## config.mk

```make
export PLATFORM = sky130hd
export DESIGN_NAME = byte_stuffed_frame_receiver_top
export DESIGN_NICKNAME = d
export VERILOG_FILES = /design/src/hw/rtl/bsfr_pkg.sv /design/src/hw/rtl/bsfr_in_stage.sv /design/src/hw/rtl/bsfr_decode.sv /design/src/hw/rtl/bsfr_out_stage.sv /design/src/hw/rtl/byte_stuffed_frame_receiver_top.sv
export VERILOG_INCLUDE_DIRS = /design/src /design/src/hw/rtl
export SDC_FILE = /design/constraint.sdc
export NUM_CORES = 1
export LEC_CHECK = 0
export BUFFER_PORTS_ARGS = -buffer_cell sky130_fd_sc_hd__buf_4
export CAP_MARGIN = 10
export CORE_ASPECT_RATIO = 1.75
export CORE_MARGIN = 4
export CORE_UTILIZATION = 50
export DETAILED_ROUTE_END_ITERATION = 8
export MAX_ROUTING_LAYER = met4
export PLACE_DENSITY = 0.76
export SLEW_MARGIN = 20
export SYNTH_ARGS = -nofsm -noshare
export SYNTH_HDL_FRONTEND = slang
export SYNTH_SLANG_ARGS = --single-unit
export TNS_END_PERCENT = 20
```

## constraint.sdc

```tcl
create_clock -name clk_i -period 10.7 [get_ports clk_i]
set_clock_uncertainty 0.05 [all_clocks]
set_input_delay 1.07 -clock clk_i [delete_from_list [all_inputs] [get_ports clk_i]]
set_output_delay 1.07 -clock clk_i [all_outputs]
set_load 0.05 [all_outputs]
```

## src/hw/rtl/byte_stuffed_frame_receiver_top_defines.svh

```systemverilog
// assertion macros for the byte stuffed frame receiver
// no dependencies; included by the modules that carry assertions
`ifndef BYTE_STUFFED_FRAME_RECEIVER_TOP_DEFINES_SVH
`define BYTE_STUFFED_FRAME_RECEIVER_TOP_DEFINES_SVH

`ifndef SYNTHESIS
// checked out of reset only
`define BSFR_ASSERT(lbl, prop) \
  lbl: assert property (@(posedge clk_i) disable iff (!rst_ni) prop) \
    else $error("bsfr assertion failed");
// checked at every edge, reset included
`define BSFR_ASSERT_ALWAYS(lbl, prop) \
  lbl: assert property (@(posedge clk_i) prop) \
    else $error("bsfr assertion failed");
`else
`define BSFR_ASSERT(lbl, prop)
`define BSFR_ASSERT_ALWAYS(lbl, prop)
`endif

`endif

```

## src/hw/rtl/bsfr_pkg.sv

```systemverilog
// shared types and constants of the byte stuffed frame receiver
// no dependencies
package bsfr_pkg;

  localparam int unsigned MAX_FRAME_BYTES = 64;
  localparam int unsigned CNT_W   = $clog2(MAX_FRAME_BYTES + 1);
  localparam int unsigned BYTE_W  = 8;
  localparam int unsigned IDX_W   = 6;
  localparam int unsigned LEN_W   = 7;
  localparam int unsigned FIELD_W = 2 * BYTE_W + BYTE_W + IDX_W + LEN_W + 2;
  localparam int unsigned TDATA_W = ((FIELD_W + 7) / 8) * 8;
  localparam int unsigned CFG_IDX_W = 3;

  // register indexes
  localparam logic [CFG_IDX_W-1:0] REG_START_CODE      = 3'd0;
  localparam logic [CFG_IDX_W-1:0] REG_END_CODE        = 3'd1;
  localparam logic [CFG_IDX_W-1:0] REG_ESCAPE_CODE     = 3'd2;
  localparam logic [CFG_IDX_W-1:0] REG_ESC_START_CODE  = 3'd3;
  localparam logic [CFG_IDX_W-1:0] REG_ESC_END_CODE    = 3'd4;
  localparam logic [CFG_IDX_W-1:0] REG_ESC_ESCAPE_CODE = 3'd5;

  // register reset values
  localparam logic [BYTE_W-1:0] RST_START_CODE      = 8'd2;
  localparam logic [BYTE_W-1:0] RST_END_CODE        = 8'd3;
  localparam logic [BYTE_W-1:0] RST_ESCAPE_CODE     = 8'd16;
  localparam logic [BYTE_W-1:0] RST_ESC_START_CODE  = 8'd18;
  localparam logic [BYTE_W-1:0] RST_ESC_END_CODE    = 8'd19;
  localparam logic [BYTE_W-1:0] RST_ESC_ESCAPE_CODE = 8'd26;

  // result kinds
  localparam logic KIND_BYTE = 1'b0;
  localparam logic KIND_END  = 1'b1;

  typedef struct packed {
    logic              kind;
    logic [BYTE_W-1:0] data_byte;
    logic [IDX_W-1:0]  byte_index;
    logic [LEN_W-1:0]  frame_length;
    logic              checksum_ok;
    logic [BYTE_W-1:0] message_id;
    logic [BYTE_W-1:0] action_code;
    logic              overflow;
  } result_t;

endpackage

```

## src/hw/rtl/bsfr_in_stage.sv

```systemverilog
// input register of the receiver: holds one raw byte until the decoder takes it
// depends on bsfr_pkg
module bsfr_in_stage (
  input  logic                      clk_i,
  input  logic                      rst_ni,
  input  logic                      s_valid_i,
  input  logic [bsfr_pkg::BYTE_W-1:0] s_byte_i,
  output logic                      s_ready_o,
  input  logic                      advance_i,
  output logic                      valid_o,
  output logic [bsfr_pkg::BYTE_W-1:0] byte_o
);

  logic                        valid_q, valid_d;
  logic [bsfr_pkg::BYTE_W-1:0] byte_q;

  // refill in the same cycle the held word moves on
  assign s_ready_o = !valid_q || advance_i;

  always_comb begin
    valid_d = valid_q;
    if (s_ready_o) begin
      valid_d = s_valid_i;
    end
  end

  always_ff @(posedge clk_i or negedge rst_ni) begin
    if (!rst_ni) begin
      valid_q <= 1'b0;
    end else begin
      valid_q <= valid_d;
    end
  end

  always_ff @(posedge clk_i) begin
    if (s_ready_o && s_valid_i) begin
      byte_q <= s_byte_i;
    end
  end

  assign valid_o = valid_q;
  assign byte_o  = byte_q;

endmodule

```

## src/hw/rtl/bsfr_decode.sv

```systemverilog
// frame decoder: code registers, frame state, unescaping and checksum
// depends on bsfr_pkg and the assertion macro header
`include "byte_stuffed_frame_receiver_top_defines.svh"

module bsfr_decode (
  input  logic                          clk_i,
  input  logic                          rst_ni,
  input  logic                          cfg_we_i,
  input  logic [bsfr_pkg::CFG_IDX_W-1:0] cfg_idx_i,
  input  logic [bsfr_pkg::BYTE_W-1:0]   cfg_wdata_i,
  input  logic                          advance_i,
  input  logic [bsfr_pkg::BYTE_W-1:0]   byte_i,
  output logic                          res_valid_o,
  output bsfr_pkg::result_t             res_o
);

  logic [bsfr_pkg::BYTE_W-1:0] start_q, end_q, esc_q;
  logic [bsfr_pkg::BYTE_W-1:0] esc_start_q, esc_end_q, esc_esc_q;

  logic                        in_frame_q, in_frame_d;
  logic                        pend_q, pend_d;
  logic [bsfr_pkg::CNT_W-1:0]  count_q, count_d;
  logic [bsfr_pkg::BYTE_W-1:0] xor_q, xor_d;
  logic [bsfr_pkg::BYTE_W-1:0] id_q, id_d;
  logic [bsfr_pkg::BYTE_W-1:0] action_q, action_d;
  logic                        drop_q, drop_d;

  logic [bsfr_pkg::BYTE_W-1:0] t1, t2, unesc;
  logic                        full;

  always_ff @(posedge clk_i or negedge rst_ni) begin
    if (!rst_ni) begin
      start_q     <= bsfr_pkg::RST_START_CODE;
      end_q       <= bsfr_pkg::RST_END_CODE;
      esc_q       <= bsfr_pkg::RST_ESCAPE_CODE;
      esc_start_q <= bsfr_pkg::RST_ESC_START_CODE;
      esc_end_q   <= bsfr_pkg::RST_ESC_END_CODE;
      esc_esc_q   <= bsfr_pkg::RST_ESC_ESCAPE_CODE;
    end else if (cfg_we_i) begin
      case (cfg_idx_i)
        bsfr_pkg::REG_START_CODE:      start_q     <= cfg_wdata_i;
        bsfr_pkg::REG_END_CODE:        end_q       <= cfg_wdata_i;
        bsfr_pkg::REG_ESCAPE_CODE:     esc_q       <= cfg_wdata_i;
        bsfr_pkg::REG_ESC_START_CODE:  esc_start_q <= cfg_wdata_i;
        bsfr_pkg::REG_ESC_END_CODE:    esc_end_q   <= cfg_wdata_i;
        bsfr_pkg::REG_ESC_ESCAPE_CODE: esc_esc_q   <= cfg_wdata_i;
        default: ;
      endcase
    end
  end

  // translations chain, a later rule may retranslate an earlier result
  always_comb begin
    t1    = (byte_i == esc_start_q) ? start_q : byte_i;
    t2    = (t1 == esc_end_q) ? end_q : t1;
    unesc = (t2 == esc_esc_q) ? esc_q : t2;
  end

  assign full = (count_q >= bsfr_pkg::CNT_W'(bsfr_pkg::MAX_FRAME_BYTES));

  always_comb begin
    in_frame_d  = in_frame_q;
    pend_d      = pend_q;
    count_d     = count_q;
    xor_d       = xor_q;
    id_d        = id_q;
    action_d    = action_q;
    drop_d      = drop_q;
    res_valid_o = 1'b0;
    res_o       = '0;
    if (byte_i == start_q) begin
      in_frame_d = 1'b1;
      pend_d     = 1'b0;
      count_d    = '0;
      xor_d      = '0;
      id_d       = '0;
      action_d   = '0;
      drop_d     = 1'b0;
    end else if (in_frame_q) begin
      if (byte_i == end_q) begin
        in_frame_d         = 1'b0;
        pend_d             = 1'b0;
        res_valid_o        = 1'b1;
        res_o.kind         = bsfr_pkg::KIND_END;
        res_o.frame_length = bsfr_pkg::LEN_W'(count_q);
        res_o.checksum_ok  = (count_q != '0) && (xor_q == '0);
        res_o.message_id   = id_q;
        res_o.action_code  = action_q;
        res_o.overflow     = drop_q;
      end else if (byte_i == esc_q) begin
        pend_d = 1'b1;
      end else begin
        pend_d = 1'b0;
        if (full) begin
          drop_d = 1'b1;
        end else begin
          res_valid_o      = 1'b1;
          res_o.kind       = bsfr_pkg::KIND_BYTE;
          res_o.data_byte  = pend_q ? unesc : byte_i;
          res_o.byte_index = bsfr_pkg::IDX_W'(count_q);
          xor_d            = xor_q ^ res_o.data_byte;
          count_d          = count_q + 1'b1;
          if (count_q == bsfr_pkg::CNT_W'(1)) begin
            id_d = res_o.data_byte;
          end
          if (count_q == bsfr_pkg::CNT_W'(2)) begin
            action_d = res_o.data_byte;
          end
        end
      end
    end
  end

  always_ff @(posedge clk_i or negedge rst_ni) begin
    if (!rst_ni) begin
      in_frame_q <= 1'b0;
      pend_q     <= 1'b0;
      count_q    <= '0;
      xor_q      <= '0;
      id_q       <= '0;
      action_q   <= '0;
      drop_q     <= 1'b0;
    end else if (advance_i) begin
      in_frame_q <= in_frame_d;
      pend_q     <= pend_d;
      count_q    <= count_d;
      xor_q      <= xor_d;
      id_q       <= id_d;
      action_q   <= action_d;
      drop_q     <= drop_d;
    end
  end

  `BSFR_ASSERT(a_count_bounded,
    count_q <= bsfr_pkg::CNT_W'(bsfr_pkg::MAX_FRAME_BYTES))
  `BSFR_ASSERT(a_pend_in_frame, pend_q |-> in_frame_q)
  `BSFR_ASSERT(a_end_closes,
    advance_i && res_valid_o && res_o.kind |=> !in_frame_q && !pend_q)
  `BSFR_ASSERT(a_drop_when_full, drop_q && in_frame_q |-> full)

endmodule

```

## src/hw/rtl/bsfr_out_stage.sv

```systemverilog
// result register of the receiver: packs a result and holds it for the consumer
// depends on bsfr_pkg
module bsfr_out_stage (
  input  logic                         clk_i,
  input  logic                         rst_ni,
  input  logic                         load_i,
  input  logic                         advance_i,
  input  bsfr_pkg::result_t            res_i,
  output logic                         can_take_o,
  output logic                         m_valid_o,
  input  logic                         m_ready_i,
  output logic [bsfr_pkg::TDATA_W-1:0] m_data_o,
  output logic                         m_user_o
);

  logic                         valid_q, valid_d;
  logic [bsfr_pkg::TDATA_W-1:0] data_q;
  logic                         user_q;

  assign can_take_o = !valid_q || m_ready_i;

  always_comb begin
    valid_d = valid_q && !m_ready_i;
    if (advance_i) begin
      valid_d = load_i;
    end
  end

  always_ff @(posedge clk_i or negedge rst_ni) begin
    if (!rst_ni) begin
      valid_q <= 1'b0;
    end else begin
      valid_q <= valid_d;
    end
  end

  always_ff @(posedge clk_i) begin
    if (advance_i && load_i) begin
      data_q <= bsfr_pkg::TDATA_W'({res_i.overflow, res_i.action_code, res_i.message_id,
                                    res_i.checksum_ok, res_i.frame_length,
                                    res_i.byte_index, res_i.data_byte});
      user_q <= res_i.kind;
    end
  end

  assign m_valid_o = valid_q;
  assign m_data_o  = data_q;
  assign m_user_o  = user_q;

endmodule

```

## src/hw/rtl/byte_stuffed_frame_receiver_top.sv

```systemverilog
// top level of the byte stuffed frame receiver
// depends on bsfr_pkg, bsfr_in_stage, bsfr_decode and bsfr_out_stage
//
// Takes one raw line byte per word on the slave stream and emits zero or one
// result per byte: a stored payload byte with its index, or a frame end report
// with length, id byte, action byte, checksum status and overflow flag. The
// block accepts a byte every cycle; each byte is decoded straight out of the
// input register into the result register. Throughput drops only while the
// master side stalls. The code registers must be written while the stream is
// idle.
module byte_stuffed_frame_receiver_top (
  input  logic                          clk_i,
  input  logic                          rst_ni,
  input  logic                          cfg_we_i,
  input  logic [bsfr_pkg::CFG_IDX_W-1:0] cfg_idx_i,
  input  logic [bsfr_pkg::BYTE_W-1:0]   cfg_wdata_i,
  input  logic                          s_axis_tvalid,
  output logic                          s_axis_tready,
  input  logic [7:0]                    s_axis_tdata,  // rx_byte
  output logic                          m_axis_tvalid,
  input  logic                          m_axis_tready,
  // data_byte, byte_index, frame_length, checksum_ok, message_id, action_code,
  // overflow, one zero pad bit
  output logic [bsfr_pkg::TDATA_W-1:0]  m_axis_tdata,
  output logic                          m_axis_tuser   // kind
);

  logic                        in_valid;
  logic [bsfr_pkg::BYTE_W-1:0] in_byte;
  logic                        advance;
  logic                        can_take;
  logic                        res_valid;
  bsfr_pkg::result_t           res;

  assign advance = in_valid && can_take;

  bsfr_in_stage u_in (
    .clk_i     (clk_i),
    .rst_ni    (rst_ni),
    .s_valid_i (s_axis_tvalid),
    .s_byte_i  (s_axis_tdata),
    .s_ready_o (s_axis_tready),
    .advance_i (advance),
    .valid_o   (in_valid),
    .byte_o    (in_byte)
  );

  bsfr_decode u_decode (
    .clk_i       (clk_i),
    .rst_ni      (rst_ni),
    .cfg_we_i    (cfg_we_i),
    .cfg_idx_i   (cfg_idx_i),
    .cfg_wdata_i (cfg_wdata_i),
    .advance_i   (advance),
    .byte_i      (in_byte),
    .res_valid_o (res_valid),
    .res_o       (res)
  );

  bsfr_out_stage u_out (
    .clk_i      (clk_i),
    .rst_ni     (rst_ni),
    .load_i     (res_valid),
    .advance_i  (advance),
    .res_i      (res),
    .can_take_o (can_take),
    .m_valid_o  (m_axis_tvalid),
    .m_ready_i  (m_axis_tready),
    .m_data_o   (m_axis_tdata),
    .m_user_o   (m_axis_tuser)
  );

endmodule
```

## After elaboration in Yosys (flattened, before gate mapping)

Index checks and enable logic that the tools add are counted.

| word-level totals | value |
|---|---|
| output and inout port bits | 43 |
| word-level logic and storage cells | 118 |
| bits of input ports | 24 |
| register bits | 132 |

| cells by class | value |
|---|---|
| muxes and demuxes | 47 |
| $lt $le $gt $ge | 1 |
| equality and inequality tests | 16 |
| $add $sub $neg | 1 |
| reductions and logical operators | 31 |
| bitwise operators | 3 |

Operator list:

| cell | number |
|---|---|
| two-way mux 8 bit | 21 |
| equality test 8 bit | 6 |
| two-way mux 7 bit | 5 |
| two-way mux 1 bit | 19 |
| two-way mux 15 bit | 1 |
| two-way mux 14 bit | 1 |
| AND reduction 2 bit | 7 |
| AND reduction 6 bit | 2 |
| AND reduction 5 bit | 2 |
| logical NOT 8 bit | 1 |
| nonzero test 2 bit | 4 |
| bitwise XOR 8 bit | 1 |
| adder 7 x 1 -> 7 bit (second input constant) | 1 |
| equality test 7 x 1 -> 1 bit (second input constant) | 1 |
| equality test 7 x 2 -> 1 bit (second input constant) | 1 |
| >= comparator 7 bit (second input constant) | 1 |
| nonzero test 7 bit | 1 |
| equality test 3 x 2 -> 1 bit (second input constant) | 2 |
| equality test 3 bit (second input constant) | 2 |
| logical AND 1 bit | 5 |
| OR reduction 5 bit | 1 |
| inequality test 2 x 1 -> 1 bit (second input constant) | 2 |
| equality test 3 x 1 -> 1 bit (second input constant) | 1 |
| logical NOT 1 bit | 3 |
| other kinds (6) | 8 |

## Depth between registers and ports, before layout

Gate-level depths: netlist of run 1.

| logic depth | value |
|---|---|
| depth in word-level cells | 13 |
| depth in mapped cells | 13 |
| mapped depth without buffers | 9 |

## Cells and area by module

Synthesis of run 1 repeated with hierarchy kept, for this count alone.

| second synthesis, totals | value |
|---|---|
| cells, all modules | 551 |
| area, all modules | 6,565.0 um^2 |

By module, submodules not included:

| module | seq. area each (um^2) | times used | cells an instance | area an instance (um^2) |
|---|---|---|---|---|
| bsfr_decode | 2,067.0 | 1 | 492 | 4,997.3 |
| bsfr_out_stage | 1,226.2 | 1 | 46 | 1,267.5 |
| bsfr_in_stage | 265.3 | 1 | 12 | 294.0 |
| byte_stuffed_frame_receiver_top | 0.0 | 1 | 1 | 6.3 |

## Worst setup path after synthesis of run 1

Ideal clock, no wire load.

| path | value |
|---|---|
| path kind | input -> register |
| start | input port m_axis_tready |
| end | register u_out.data_q, in the netlist u_out.m_data_o[0], enable pin |
| stages on the path | 4 |
| path buffers | 0 |
| path slack | 5.741 ns |
| data required time | 10.149 ns |
| setup time | 0.501 ns |
| data arrival time | 4.408 ns |
| cells stage by stage | inv_1 > nand2_1 > nand2_1 > a211oi_1 |

| on the way | value |
|---|---|
| cells in the longest elaborated chain, start to end | 3 |

RTL lines:

| element | line | text |
|---|---|---|
| start: declaration | byte_stuffed_frame_receiver_top.sv:21 | `input logic m_axis_tready,` |
| logical OR 1 bit | bsfr_out_stage.sv:20 | `assign can_take_o = !valid_q \|\| m_ready_i;` |
| logical AND 1 bit | byte_stuffed_frame_receiver_top.sv:35 | `assign advance = in_valid && can_take;` |
| logical AND 1 bit | bsfr_out_stage.sv:38 | `if (advance_i && load_i) begin` |
| end signal: assignment | bsfr_out_stage.sv:39 | `data_q <= bsfr_pkg::TDATA_W'({res_i.overflow, res_i.action_code, res_i.message_id,` |
| end: declaration | bsfr_out_stage.sv:17 | `logic [bsfr_pkg::TDATA_W-1:0] data_q;` |

No other way between the ends.
A chain may end at the register's enable or synchronous reset.

## Worst setup path in the final report of run 1

| path | value |
|---|---|
| start | register u_in.byte_q, in the netlist u_in.byte_o[6] |
| end | register u_decode.action_q[7] (netlist name) |

| on the way | value |
|---|---|
| cells in the longest elaborated chain, start to end | 13 |
| elaborated cells between the ends (all ways) | 22 |
| classes of those cells | eq/ne: 9; mux: 10; reduce/logical: 3 |

RTL lines:

| element | line | text |
|---|---|---|
| start: declaration | bsfr_in_stage.sv:15 | `logic [bsfr_pkg::BYTE_W-1:0] byte_q;` |
| start signal: assignment | bsfr_in_stage.sv:37 | `byte_q <= s_byte_i;` |
| equality test 8 bit | bsfr_decode.sv:54 | `t1 = (byte_i == esc_start_q) ? start_q : byte_i;` |
| two-way mux 8 bit | bsfr_decode.sv:54 |  |
| equality test 8 bit | bsfr_decode.sv:55 | `t2 = (t1 == esc_end_q) ? end_q : t1;` |
| two-way mux 8 bit | bsfr_decode.sv:55 |  |
| equality test 8 bit | bsfr_decode.sv:56 | `unesc = (t2 == esc_esc_q) ? esc_q : t2;` |
| two-way mux 8 bit | bsfr_decode.sv:56 |  |
| two-way mux 8 bit | bsfr_decode.sv:99 | `res_o.data_byte = pend_q ? unesc : byte_i;` |
| two-way mux 8 bit | bsfr_decode.sv:106 | `if (count_q == bsfr_pkg::CNT_W'(2)) begin` |
| two-way mux 8 bit | bsfr_decode.sv:94 | `if (full) begin` |
| two-way mux 8 bit | bsfr_decode.sv:90 | `end else if (byte_i == esc_q) begin` |
| two-way mux 8 bit | bsfr_decode.sv:80 | `if (byte_i == end_q) begin` |
| two-way mux 8 bit | bsfr_decode.sv:79 | `end else if (in_frame_q) begin` |
| two-way mux 8 bit | bsfr_decode.sv:71 | `if (byte_i == start_q) begin` |
| end signal: assignment | bsfr_decode.sv:129 | `action_q <= action_d;` |
| end: declaration | bsfr_decode.sv:25 | `logic [bsfr_pkg::BYTE_W-1:0] action_q, action_d;` |

Several ways; a longest one is shown, not always the timed one. The select of a mux whose other input is x is not followed.

==> results of run 1 <==
[layout make-up]
cell class | count | area, um^2 | area share (%)
clock buffers | 18 | 429.2 | 5.145
clock inverters | 14 | 221.5 | 2.655
inverters | 15 | 56.30 | 0.6750
multi-input cells | 424 | 3333 | 39.96
flip-flops and latches | 132 | 3558 | 42.66
well taps | 177 | 221.5 | 2.655
repair buffers | 69 | 521.8 | 6.255
[cells by family (layout without fill, tap and decap cells)]
family | after synthesis | count (layout) | synth area share (%)
other | 1 | 1 | 0.05280
multiplexers | 64 | 64 | 9.919
buffers and inverters | 42 | 116 | 3.312
XOR/XNOR | 58 | 58 | 8.157
flip-flops | 132 | 132 | 50.11
AND/OR/NAND/NOR | 207 | 207 | 16.91
AO/OA/AOI/OAI | 90 | 90 | 10.84
adder cells (fa/ha/maj) | 4 | 4 | 0.7047
[stage by stage]
stage          std cells  utilization (%)  instance area (um^2)  worst slack [ns]
3_3_place_gp         817            55.26                  7685             6.636
3_5_place_dp         817            55.26                  7685             6.613
6_report             849            59.98                  8342             6.529
2_1_floorplan        598                -                  7102             5.741
5_1_grt              849            59.98                  8342             6.362
4_1_cts              849            59.94                  8335             6.634
[per-layer routing]
| metal | vias to the layer above | global-route usage [%] | wire length, um |
|---|---|---|---|
| met5 | - | - | 0 |
| met4 | 0 | 14.59 | 1164 |
| met3 | 59 | 3.914 | 658 |
| met2 | 151 | 44.57 | 10360 |
| met1 | 2514 | 22.32 | 6134 |
| li1 | 2294 | - | - |
[power groups by stage]
stage / clock network, mW / registers (mW) / logic [mW]
2_1_floorplan: 0 / 0.754 / 0.329
4_1_cts: 0.653 / 0.754 / 0.467
5_1_grt: 0.675 / 0.769 / 0.507
6_report: 0.645 / 0.757 / 0.466
3_5_place_dp: 0 / 0.764 / 0.465
3_3_place_gp: 0 / 0.756 / 0.451
[flip-flops by register name, indices dropped and copies added, names as in the netlist]
name / flops
u_out.m_data_o: 39
u_decode.in_frame_q: 1
u_decode.pend_q: 1
u_decode.count_q: 7
u_decode.esc_end_q: 8
u_out.m_user_o: 1
u_decode.esc_q: 8
u_decode.id_q: 8
u_decode.xor_q: 8
u_decode.drop_q: 1
u_decode.esc_esc_q: 8
u_out.m_valid_o: 1
u_in.byte_o: 8
u_decode.end_q: 8
u_decode.action_q: 8
u_in.valid_o: 1
u_decode.esc_start_q: 8
u_decode.start_q: 8
[worst reg2reg max path, delay by kind of cell, from the launching register on]
kind	cells	cell delay (ns)
xor+xnor	1	0.15
flops	1	0.83
buf+inv	2	0.51
simple gates	3	1.41
mux	1	0.36
compound gates	2	0.73
[cells in the mapped netlist (3+ instances only)]
cell / number / area (um^2)
sky130_fd_sc_hd__nand3_1: 11 / 55.05
sky130_fd_sc_hd__nor4_1: 12 / 75.07
sky130_fd_sc_hd__dfstp_2: 12 / 315.3
sky130_fd_sc_hd__and2_1: 32 / 200.2
sky130_fd_sc_hd__buf_6: 8 / 90.09
sky130_fd_sc_hd__ha_1: 4 / 50.05
sky130_fd_sc_hd__mux2_2: 50 / 563.0
sky130_fd_sc_hd__mux2i_1: 13 / 130.1
sky130_fd_sc_hd__nand4_1: 10 / 62.56
sky130_fd_sc_hd__inv_1: 15 / 56.30
sky130_fd_sc_hd__nor3_1: 19 / 95.09
sky130_fd_sc_hd__nor4b_1: 3 / 26.28
sky130_fd_sc_hd__buf_4: 4 / 30.03
sky130_fd_sc_hd__o21ai_0: 24 / 120.1
sky130_fd_sc_hd__dfrtp_1: 72 / 1802
sky130_fd_sc_hd__xnor2_1: 27 / 236.5
sky130_fd_sc_hd__o22ai_1: 3 / 18.77
sky130_fd_sc_hd__nand2b_1: 12 / 75.07
sky130_fd_sc_hd__a221oi_1: 3 / 26.28
sky130_fd_sc_hd__or2_2: 13 / 81.33
sky130_fd_sc_hd__nand2_1: 38 / 142.6
sky130_fd_sc_hd__a311oi_2: 3 / 45.04
sky130_fd_sc_hd__o211a_1: 3 / 30.03
sky130_fd_sc_hd__nor4_2: 5 / 62.56
sky130_fd_sc_hd__nor2_1: 31 / 116.4
sky130_fd_sc_hd__a311oi_1: 3 / 26.28
sky130_fd_sc_hd__a21oi_1: 10 / 50.05
sky130_fd_sc_hd__a22o_1: 7 / 61.31
sky130_fd_sc_hd__clkbuf_1: 13 / 48.80
sky130_fd_sc_hd__xor2_1: 26 / 227.7
sky130_fd_sc_hd__xnor2_4: 3 / 82.58
sky130_fd_sc_hd__edfxtp_1: 48 / 1441
[worst min path at each step]
stage / end / slack [ns]
after global routing: u_decode.action_q[4] / 0.47
after floorplan: u_decode.action_q[5] / 0.39
after detailed placement: u_decode.id_q[5] / 0.43
final: u_decode.id_q[5] / 0.44
after CTS: u_decode.id_q[5] / 0.45
after global placement: u_decode.id_q[5] / 0.41
==> load_flow_metrics.sql, run 1 <==
INSERT INTO impl_metrics (metric_group, metric, value, unit) VALUES
('run_status', 'outcome', 'complete, no violations', ''),
('pwr', 'power_leakage', '3.446', 'nW'),
('floorplanning', 'num_io_pins', '67', ''),
('clocking', 'clk_latency', '0.42', 'ns'),
('timing', 'slew_viols_final', '0', ''),
('pwr', 'p_int', '1.248', 'mW'),
('detailed_routing', 'wl_per_cell', '21.57', 'um'),
('timing', 'minimum_clock_period_after_layout', '4.171', 'ns'),
('grt', 'grt_usage', '23.99', '%'),
('grt', 'initial_antenna_violation_count', '0', ''),
('layout', 'syn_to_final_growth', '17.46', '%'),
('floorplanning', 'die_y', '165.7', 'um'),
('placement', 'globalplace.congestion', '0.9987', ''),
('worst_setup_path', 'crit_chain', 'xor2_1, nor4_1, nand2_1, a21o_1, a21oi_1, buf_4, nand2_1, inv_1, mux2_2', ''),
('yosys', 'synth-seq-cells', '132', ''),
('job', 'drv.max_cap_violation_count', '0', ''),
('timing', 'final.hold.worst_slack', '0.4429', 'ns'),
('layout', 'final.fill_count', '1125', ''),
('clocking', 'tritoncts', 'done', ''),
('detailed_routing', 'routed_wirelength', '18.31', 'mm'),
('worst_setup_path', 'rr_endpoint', 'u_decode.action_q[7]', ''),
('layout', 'final_layout_size_suffix_gt1_share', '31.70', '%'),
('timing', 'clock.fmax', '239.8', 'MHz'),
('detailed_routing', 'detailroute.via_count', '5018', ''),
('worst_setup_path', 'timing.critical_path.arrival', '4.42', 'ns'),
('worst_setup_path', 'crit_path_buffers_inverters', '2', ''),
('yosys', 'synth_enable_flop_cells', '48', ''),
('pwr', 'power.switching', '0.6206', 'mW'),
('timing', 'finalSetupViolations', '0', ''),
('pwr', 'vdd_drop_max', '0.1230', 'mV'),
('pwr', 'power.share.combinational', '24.9', '%'),
('floorplanning', 'core-area', '13910', 'um^2'),
('yosys', 'synthesis.area_per_instance', '11.88', 'um^2'),
('worst_setup_path', 'setup.worst_path.end', 'u_decode.action_q[7]', ''),
('worst_setup_path', 'setup_crit_start', 'u_in.byte_o[6]', ''),
('worst_setup_path', 'worstPathMaxFanout', '15', ''),
('pwr', 'clock_network_fraction_of_design_power', '34.5', '%'),
('detailed_routing', 'route.detailed.vias_per_inst', '5.910', ''),
('pwr', 'proportion_of_power_drawn_by_flip_flops_and_latches', '40.5', '%'),
('grt', 'global_route.overflow_total', '0', ''),
('hold_path', 'min_path_type', 'flip-flop to flip-flop', ''),
('yosys', 'postSynth.topFlopCell', 'sky130_fd_sc_hd__dfrtp_1', ''),
('worst_setup_path', 'critical_path_most_common_cell', 'sky130_fd_sc_hd__nand2_1', ''),
('worst_setup_path', 'critical_path.reg2reg.startpoint', 'u_in.byte_o[6]', ''),
('placement', 'dp.final_hpwl', '13.93', 'mm'),
('detailed_routing', 'dr.first_iter.drc_count', '289', ''),
('floorplanning', 'number_of_cell_rows', '57', ''),
('worst_setup_path', 'path_depth_of_the_worst_reg2reg_path', '9', ''),
('timing', 'final_min_period_over_clock_period', '38.98', '%'),
('hold_path', 'hold-path-cell-count', '2', ''),
('worst_setup_path', 'startpoint_type_of_the_worst_setup_path', 'flip-flop', ''),
('worst_setup_path', 'setup.worst_path.end_class', 'flip-flop', ''),
('yosys', 'seq_total_area_yosys', '50.11', '%'),
('layout', 'layout.cells.most_common_list', 'sky130_fd_sc_hd__dfrtp_1, sky130_fd_sc_hd__buf_4, sky130_fd_sc_hd__mux2_2', ''),
('pwr', 'pwr_density_cell', '224.0', 'nW/um^2'),
('hold_path', 'holdCritStartpoint', 'u_decode.id_q[5]', ''),
('worst_setup_path', 'crit_family', 'simple AND/OR/NAND/NOR gates', ''),
('yosys', 'netlist_cell_types', '79', ''),
('clocking', 'number_of_setup_buffers_added_after_cts', '0', ''),
('timing', 'setup_repair_after_global_routing_missed_its_margin', 'no', ''),
('grt', 'grt_pass1_vias', '5368', ''),
('layout', 'n_antenna_cell', '0', ''),
('clocking', 'ctsResizeCount', '0', ''),
('detailed_routing', 'drc', '0', ''),
('clocking', 'path_clk_slew', '0.06', 'ns'),
('clocking', 'cts-hold-fix-buffers', '0', ''),
('layout', 'most_frequent_standard_cell_in_the_layout_excluding_fill_and_tap_cells', 'sky130_fd_sc_hd__dfrtp_1', ''),
('worst_setup_path', 'slowest_stage_delay_on_critical_path', '0.83', 'ns'),
('clocking', 'tritoncts.num_buffers', '17', ''),
('clocking', 'cts.path.max_buffers', '2', ''),
('floorplanning', 'initial_utilization', '51.07', '%');
Note: power is estimated with default switching activity, not from simulation.
==> run 2: changes to the inputs <==
Settings changed: ABC_AREA set to 1, PLACE_DENSITY 0.76 to 0.79.
Clock period 10.7 ns to 3.35 ns, I/O delays scaled along.
==> run 2 against run 1 <==
  * Via count grew 14%
  * Die area shrank 4.8%
  * Non-clock buffer count up 28
  * Synthesized area down 5.1%
  * Combinational power increased by 36%
  * Worst hold slack worse by 0.40 ns
  * Clock power grew to 2.9 times the previous value
  * Design area decreased by 0.60%
==> load_flow_metrics.sql, run 2 <==
INSERT INTO impl_metrics (metric_group, metric, value, unit) VALUES
('worst_setup_path', 'worstSetupPathType', 'flip-flop to flip-flop', ''),
('detailed_routing', 'top_layer', 'met4', ''),
('grt', 'grt_usage', '24.82', '%'),
('yosys', 'postSynth.topFlopCell', 'sky130_fd_sc_hd__dfrtp_1', ''),
('pwr', 'power.share.combinational', '14.2', '%'),
('detailed_routing', 'dr.first_iter.drc_count', '379', ''),
('yosys', 'yosys.area.top_type', 'sky130_fd_sc_hd__dfrtp_1', ''),
('detailed_routing', 'detailroute.via_count', '5696', ''),
('timing', 'setup-tns-final', '0', 'ns'),
('timing', 'final.hold.worst_slack', '0.04122', 'ns'),
('yosys', 'synth_cells', '767', ''),
('placement', 'globalplace.congestion', '1.002', ''),
('detailed_routing', 'routed_wirelength', '17.75', 'mm'),
('floorplanning', 'die_y', '161.6', 'um'),
('yosys', 'synth-seq-cells', '132', ''),
('detailed_routing', 'number_of_antenna_violating_nets_in_the_routed_design', '0', ''),
('worst_setup_path', 'worstPathMaxFanout', '10', ''),
('floorplanning', 'die_w', '95.75', 'um'),
('worst_setup_path', 'cp.required', '3.61', 'ns'),
('yosys', 'synth_top_cells_by_count', 'sky130_fd_sc_hd__nand2_1, sky130_fd_sc_hd__inv_1, sky130_fd_sc_hd__dfrtp_1', ''),
('clocking', 'clk_latency', '0.42', 'ns'),
('detailed_routing', 'wl_met3', '854', 'um'),
('detailed_routing', 'drc', '0', ''),
('floorplanning', 'core-area', '13080', 'um^2'),
('worst_setup_path', 'critical_path_most_common_cell', 'sky130_fd_sc_hd__nand2_1', ''),
('clocking', 'cts.root.buffer_cell', 'sky130_fd_sc_hd__clkbuf_16', ''),
('timing', 'clock.fmax', '314.5', 'MHz'),
('hold_path', 'min_path_type', 'primary input to flip-flop', ''),
('layout', 'layout.cells.most_common_list', 'sky130_fd_sc_hd__nand2_1, sky130_fd_sc_hd__buf_4, sky130_fd_sc_hd__inv_1', ''),
('layout', 'final.fill_count', '1094', ''),
('timing', 'final_min_period_over_clock_period', '94.90', '%'),
('layout', 'finish.net_count', '892', ''),
('yosys', 'syn-cell-area', '6738', 'um^2'),
('yosys', 'seq_total_area_yosys', '52.81', '%'),
('clocking', 'tritoncts.num_buffers', '17', ''),
('floorplanning', 'initial_utilization', '51.53', '%'),
('pwr', 'p_sw_share', '28.02', '%'),
('floorplanning', 'die_outline_area', '15470', 'um^2'),
('placement', 'dp.final_hpwl', '12.82', 'mm'),
('detailed_routing', 'wl_per_cell', '16.94', 'um'),
('detailed_routing', 'drt_first_pass_iters', '8', ''),
('worst_setup_path', 'slowest_stage_delay_on_critical_path', '0.47', 'ns'),
('grt', 'grt_max_degree', '85', ''),
('grt', 'grt_pass1_wl', '28.11', 'mm'),
('floorplanning', 'num_io_pins', '67', ''),
('detailed_routing', 'wl_met1', '5.946', 'mm'),
('timing', 'slew_viols_final', '0', ''),
('clocking', 'tritoncts', 'done', ''),
('yosys', 'ys_warn_count', '0', ''),
('pwr', 'pwr_density_cell', '541.3', 'nW/um^2'),
('detailed_routing', 'wl_met2', '9.608', 'mm'),
('pwr', 'power_leakage', '3.966', 'nW'),
('placement', 'numPortBuffers', '65', ''),
('timing', 'setup_repair_after_global_routing_missed_its_margin', 'yes', ''),
('yosys', 'synth_enable_flop_cells', '48', ''),
('timing', 'worstMarginPinSlew', '0.8076', 'ns'),
('yosys', 'netlist_cell_types', '42', ''),
('pwr', 'proportion_of_power_drawn_by_flip_flops_and_latches', '44.2', '%'),
('yosys', 'synth_async_sr_flop_share', '63.64', '%'),
('timing', 'max_transition_margin', '46.16', '%'),
('clocking', 'path_clk_slew', '0.06', 'ns'),
('clocking', 'cts.path.max_buffers', '2', ''),
('yosys', 'synth_top_cells_by_area', 'sky130_fd_sc_hd__dfrtp_1, sky130_fd_sc_hd__edfxtp_1, sky130_fd_sc_hd__nand2_1', ''),
('worst_setup_path', 'timing.critical_path.arrival', '3.44', 'ns'),
('pwr', 'vdd_drop_max', '0.3663', 'mV'),
('worst_setup_path', 'startpoint_type_of_the_worst_setup_path', 'flip-flop', ''),
('clocking', 'cts_num_sinks', '132', ''),
('timing', 'timing.final.hold_violations', '0', ''),
('layout', 'max_reg_flops', '39', ''),
('detailed_routing', 'route.detailed.vias_per_inst', '5.435', ''),
('placement', 'post-place-ws', '-0.1581', 'ns'),
('grt', 'grt_pass1_vias', '5537', ''),
('timing', 'finalSetupViolations', '0', ''),
('grt', 'global_route.overflow_total', '0', ''),
('yosys', 'area_fraction_of_the_dominant_cell_type_after_synthesis', '26.74', '%'),
('layout', 'final_layout_size_suffix_gt1_share', '24.17', '%'),
('timing', 'finalWorstSetupSlack', '0.1707', 'ns'),
('pwr', 'clock_network_fraction_of_design_power', '41.6', '%'),
('run_status', 'outcome', 'complete, no violations', ''),
('worst_setup_path', 'crit_chain', 'xnor2_1, nand2_2, nor2_4, buf_4, nand3_1, nand3_1, nand2_1, inv_1, nand2_2, nor2_8, nand3_1, nand2_1, nand2_1, nand2_2, nand2_4, nor2_2, nand2_4, nand2_1, nand3_2, nand3_2, nand2_1, inv_1, nor2_2', ''),
('job', 'drv.max_cap_violation_count', '0', ''),
('worst_setup_path', 'setup.worst_path.end_class', 'flip-flop', ''),
('yosys', 'synth_most_common_cell', 'sky130_fd_sc_hd__nand2_1', ''),
('yosys', 'synthesis.area_per_instance', '8.785', 'um^2'),
('yosys', 'synthesized_net_count', '795', ''),
('pwr', 'p_int', '3.231', 'mW'),
('worst_setup_path', 'cell_with_the_largest_stage_delay_on_the_worst_path', 'sky130_fd_sc_hd__edfxtp_1', ''),
('grt', 'initial_antenna_violation_count', '0', ''),
('layout', 'n_antenna_cell', '0', ''),
('pwr', 'power.switching', '1.258', 'mW'),
('layout', 'syn_to_final_growth', '23.06', '%'),
('timing', 'minimum_clock_period_after_layout', '3.179', 'ns'),
('floorplanning', 'number_of_cell_rows', '55', ''),
('clocking', 'htreeDepth', '4', ''),
('layout', 'most_frequent_standard_cell_in_the_layout_excluding_fill_and_tap_cells', 'sky130_fd_sc_hd__nand2_1', '');
-- run 2: cell count changes after synthesis, moves of 14 or more --
cell                      previous run  this run
sky130_fd_sc_hd__and2_1             32         0
sky130_fd_sc_hd__inv_1              15        88
sky130_fd_sc_hd__mux2_2             50         0
sky130_fd_sc_hd__nand2_1            38       188
sky130_fd_sc_hd__nand2_2             2        16
sky130_fd_sc_hd__nand3_1            11        52
sky130_fd_sc_hd__nand4_1            10        31
sky130_fd_sc_hd__nor2_1             31        64
sky130_fd_sc_hd__o21ai_0            24        69
sky130_fd_sc_hd__xnor2_1            27         7
sky130_fd_sc_hd__xor2_1             26         5
-- run 2: path summary, 6_finish.rpt --
check | start | end | slack [ns] | depth (start not counted)
max | u_in.byte_o[3] | u_decode.xor_q[1] | 0.17 | 23
min | s_axis_tdata[0] | u_in.byte_o[0] | 0.04 | 1
max reg2reg | u_in.byte_o[3] | u_decode.xor_q[1] | 0.17 | 23
min reg2reg | u_decode.esc_end_q[1] | u_decode.esc_end_q[1] | 0.45 | 2
max in group asynchronous | rst_ni | u_decode.end_q[5] | 2.20 | 2
min in group asynchronous | rst_ni | u_in.valid_o | 0.48 | 2
-- run 2: power by group through the flow --
stage / clock network [mW] / logic (mW) / registers, mW
finish: 1.87 / 0.636 / 1.98
global route: 1.97 / 0.709 / 2.00
CTS: 1.88 / 0.598 / 1.98
detailed placement: 0 / 0.590 / 2.01
global placement: 0 / 0.573 / 2.00
floorplan: 0 / 0.434 / 1.95
-- run 2: per-layer routing --
metal,GRT usage (%),up-vias
met5,-,-
met4,16.19,0
met3,4.473,92
met2,43.71,229
met1,24.01,2671
li1,-,2704
-- run 2: what timing repair did --
| item | CTS | global route |
|---|---|---|
| gates cloned | 0 | 3 |
| gates resized for setup | 2 | 16 |
| buffers inserted | 0 | 3 |
| hold buffers | 0 | 1 |
| pin swaps | 0 | 6 |
| endpoints found under the hold margin | 0 | 7 |
| endpoints found under the setup margin | 16 | 34 |
-- run 2: kinds of logic (layout without fill, tap and decap cells) --
kind of cell | count (synthesis) | in the layout | synth area share, %
compound gates | 82 | 82 | 6.314
xor+xnor | 15 | 15 | 2.284
fa+ha+maj | 4 | 4 | 0.7428
buf+inv | 118 | 225 | 7.057
flops | 132 | 132 | 52.81
other cells | 1 | 1 | 0.05566
simple gates | 415 | 418 | 30.73
-- run 2: worst max-delay path, delay by kind of cell, from the launching register on --
family / cells / cell delay, ns
flip-flops: 1 / 0.47
XOR/XNOR: 1 / 0.22
buffers and inverters: 3 / 0.27
AND/OR/NAND/NOR: 19 / 2.06
-- run 2: through the flow --
stage               power, mW  utilization [%]  instances  cell area, um^2
floorplan               2.385                -        767             6750
global placement        2.575            57.91       1009             7572
detailed placement      2.596            57.91       1009             7572
CTS                     4.461            62.47       1041             8168
global route            4.670            63.42       1048             8292
finish                  4.488            63.42       1048             8292
-- run 2: layout make-up --
class / count / area [um^2] / area share (%)
multi-input cells: 520 / 2810 / 33.89
clock buffers: 18 / 429.2 / 5.176
repair buffers: 97 / 759.5 / 9.159
inverters: 96 / 360.3 / 4.346
flip-flops and latches: 132 / 3558 / 42.92
well taps: 171 / 214.0 / 2.580
clock inverters: 14 / 160.2 / 1.931
==> run 3: changes to the inputs <==
Settings changed: CAP_MARGIN 10 to unset, GPL_TIMING_DRIVEN set to 0, PLACE_DENSITY 0.79 to 0.76.
Clock period 3.35 ns to 4 ns, I/O delays scaled along.
==> run 3 against run 2 <==
  * The flow now finishes with violations (hold timing)
  * Flip-flop and latch count unchanged
  * Setup slack improved by 0.24 ns
  * Power down 19%
  * Combinational power down 24%
  * Register-to-register slack better by 0.24 ns
  * Maximum frequency shrank 11%
  * Final cell count decreased by 1.0%
  * Die area stayed put
  * Utilization down 1.9 points
  * Critical endpoint is now u_decode.action_q[7]
  * Largest power group unchanged
==> load_flow_metrics.sql, run 3 (synthesis gave the netlist of run 2 again) <==
INSERT INTO impl_metrics (metric_group, metric, value, unit) VALUES
('detailed_routing', 'drc', '0', ''),
('clocking', 'cts.root.buffer_cell', 'sky130_fd_sc_hd__clkbuf_16', ''),
('pwr', 'vdd_drop_max', '0.3212', 'mV'),
('worst_setup_path', 'crit_chain', 'inv_2, nor2_1, a2111oi_0, and3_1, buf_2, inv_2, nand2_1, nand2_1, nor3_1, clkbuf_1, nand4_1, o21ai_0', ''),
('clocking', 'number_of_setup_buffers_added_after_cts', '0', ''),
('detailed_routing', 'dr.first_iter.drc_count', '269', ''),
('worst_setup_path', 'timing.critical_path.arrival', '3.88', 'ns'),
('detailed_routing', 'detailroute.via_count', '5509', ''),
('worst_setup_path', 'setup.worst_path.end_class', 'flip-flop', ''),
('detailed_routing', 'wl_per_cell', '16.24', 'um'),
('hold_path', 'min_path_type', 'primary input to async pin', ''),
('placement', 'dp.final_hpwl', '12.46', 'mm'),
('clocking', 'cts.path.max_buffers', '2', ''),
('floorplanning', 'core-area', '13080', 'um^2'),
('layout', 'utilization', '61.55', '%'),
('grt', 'grt_max_degree', '85', ''),
('detailed_routing', 'number_of_antenna_violating_nets_in_the_routed_design', '0', ''),
('timing', 'clock.fmax', '278.5', 'MHz'),
('grt', 'grt_pass1_vias', '5294', ''),
('timing', 'final.hold.worst_slack', '-0.01597', 'ns'),
('floorplanning', 'die_y', '161.6', 'um'),
('floorplanning', 'die_outline_area', '15470', 'um^2'),
('timing', 'slew_viols_final', '0', ''),
('clocking', 'ctsResizeCount', '0', ''),
('layout', 'n_antenna_cell', '0', ''),
('clocking', 'tritoncts', 'done', ''),
('layout', 'finish.net_count', '881', ''),
('floorplanning', 'number_of_cell_rows', '55', ''),
('timing', 'setup_repair_after_global_routing_missed_its_margin', 'no', ''),
('placement', 'place_area', '7478', 'um^2'),
('floorplanning', 'num_io_pins', '67', ''),
('timing', 'timing.final.hold_violations', '3', ''),
('timing', 'finalSetupViolations', '0', ''),
('worst_setup_path', 'worstPathMaxFanout', '10', ''),
('detailed_routing', 'drt_first_pass_iters', '5', ''),
('job', 'drv.max_cap_violation_count', '0', ''),
('placement', 'globalplace.congestion', '0.9721', ''),
('layout', 'most_frequent_standard_cell_in_the_layout_excluding_fill_and_tap_cells', 'sky130_fd_sc_hd__nand2_1', ''),
('detailed_routing', 'route.detailed.vias_per_inst', '5.312', ''),
('placement', 'numPortBuffers', '65', ''),
('clocking', 'cts_num_sinks', '132', ''),
('grt', 'grt_pass1_wl', '26.94', 'mm'),
('layout', 'finish.instance_area', '8048', 'um^2'),
('worst_setup_path', 'cp.required', '4.29', 'ns'),
('pwr', 'pwr_density_cell', '449.2', 'nW/um^2'),
('floorplanning', 'initial_utilization', '51.53', '%'),
('clocking', 'path_clk_slew', '0.06', 'ns'),
('detailed_routing', 'routed_wirelength', '16.84', 'mm'),
('run_status', 'violations', 'hold timing', ''),
('timing', 'worstMarginPinSlew', '0.9373', 'ns'),
('grt', 'global_route.overflow_total', '0', ''),
('layout', 'layout.cells.most_common_list', 'sky130_fd_sc_hd__nand2_1, sky130_fd_sc_hd__inv_1, sky130_fd_sc_hd__dfrtp_1', ''),
('layout', 'final_layout_size_suffix_gt1_share', '21.02', '%'),
('timing', 'max_transition_margin', '37.03', '%'),
('worst_setup_path', 'startpoint_type_of_the_worst_setup_path', 'flip-flop', ''),
('timing', 'minimum_clock_period_after_layout', '3.591', 'ns'),
('floorplanning', 'die_w', '95.75', 'um'),
('grt', 'initial_antenna_violation_count', '0', ''),
('clocking', 'clk_latency', '0.42', 'ns'),
('layout', 'max_reg_flops', '39', ''),
('pwr', 'power_leakage', '3.853', 'nW'),
('worst_setup_path', 'cell_with_the_largest_stage_delay_on_the_worst_path', 'sky130_fd_sc_hd__nor3_1', ''),
('clocking', 'htreeDepth', '4', ''),
('worst_setup_path', 'slowest_stage_delay_on_critical_path', '0.78', 'ns'),
('run_status', 'outcome', 'finished with violations', ''),
('clocking', 'tritoncts.num_buffers', '17', ''),
('layout', 'syn_to_final_growth', '19.44', '%'),
('grt', 'grt_usage', '24.03', '%'),
('worst_setup_path', 'worstSetupPathType', 'flip-flop to flip-flop', ''),
('timing', 'final_min_period_over_clock_period', '89.77', '%'),
('clocking', 'cts-hold-fix-buffers', '0', '');
run 3: path summary, 6_finish.rpt:
| kind | startpoint | end | depth (start not counted) | slack [ns] |
|---|---|---|---|---|
| worst max-delay path | u_in.byte_o[4] | u_decode.action_q[7] | 12 | 0.41 |
| worst min-delay path | rst_ni | u_decode.esc_start_q[6] | 1 | -0.02 |
| worst max register to register | u_in.byte_o[4] | u_decode.action_q[7] | 12 | 0.41 |
| worst min register to register | u_decode.esc_esc_q[4] | u_decode.esc_esc_q[4] | 2 | 0.45 |
| max in group asynchronous | rst_ni | u_decode.xor_q[4] | 1 | 3.35 |
| min in group clk_i | s_axis_tdata[2] | u_in.byte_o[2] | 1 | 0.11 |
run 3: critical path: cells and delay by family (launching register included):
family / cells / cell delay [ns]
simple gates: 6 / 1.42
buf+inv: 4 / 0.87
flops: 1 / 0.58
compound gates: 2 / 0.58
run 3: power by group:
group	internal, mW	switching (mW)	leakage [nW]
sequential	1.53	0.120	1.28
clock	0.909	0.576	0.273
combinational	0.184	0.297	2.30
run 3: metrics by stage:
step / setup TNS (ns) / hold WS (ns) / cells / total power [mW] / worst slack (ns)
floorplan: 0 / 0.05441 / 767 / 1.997 / 0.6229
global placement: -4.747 / 0.4348 / 1003 / 2.132 / -0.1228
detailed placement: 0 / 0.4399 / 1005 / 2.147 / 0.5253
CTS: 0 / 0.09798 / 1037 / 3.636 / 0.5034
global route: 0 / 0.05732 / 1037 / 3.782 / 0.2609
finish: 0 / -0.01597 / 1037 / 3.615 / 0.4094
run 3: cell type report:
class                   instances  area (um^2)
fillers                      1146         5027
flip-flops and latches        132         3558
multi-input cells             517         2716
repair buffers                 67        518.0
clock buffers                  18        429.2
inverters                      96        360.3
well taps                     171        214.0
clock inverters                14        136.4
plain buffers                  22        115.1
run 3: per-layer routing:
layer  vias up  GRT usage (%)  share of wire (%)
li1       2674              -                  -
met3        66          3.029                4.2
met5         -              -                  0
met4         0          16.32                6.5
met1      2571          24.25                 34
met2       198          41.84                 55
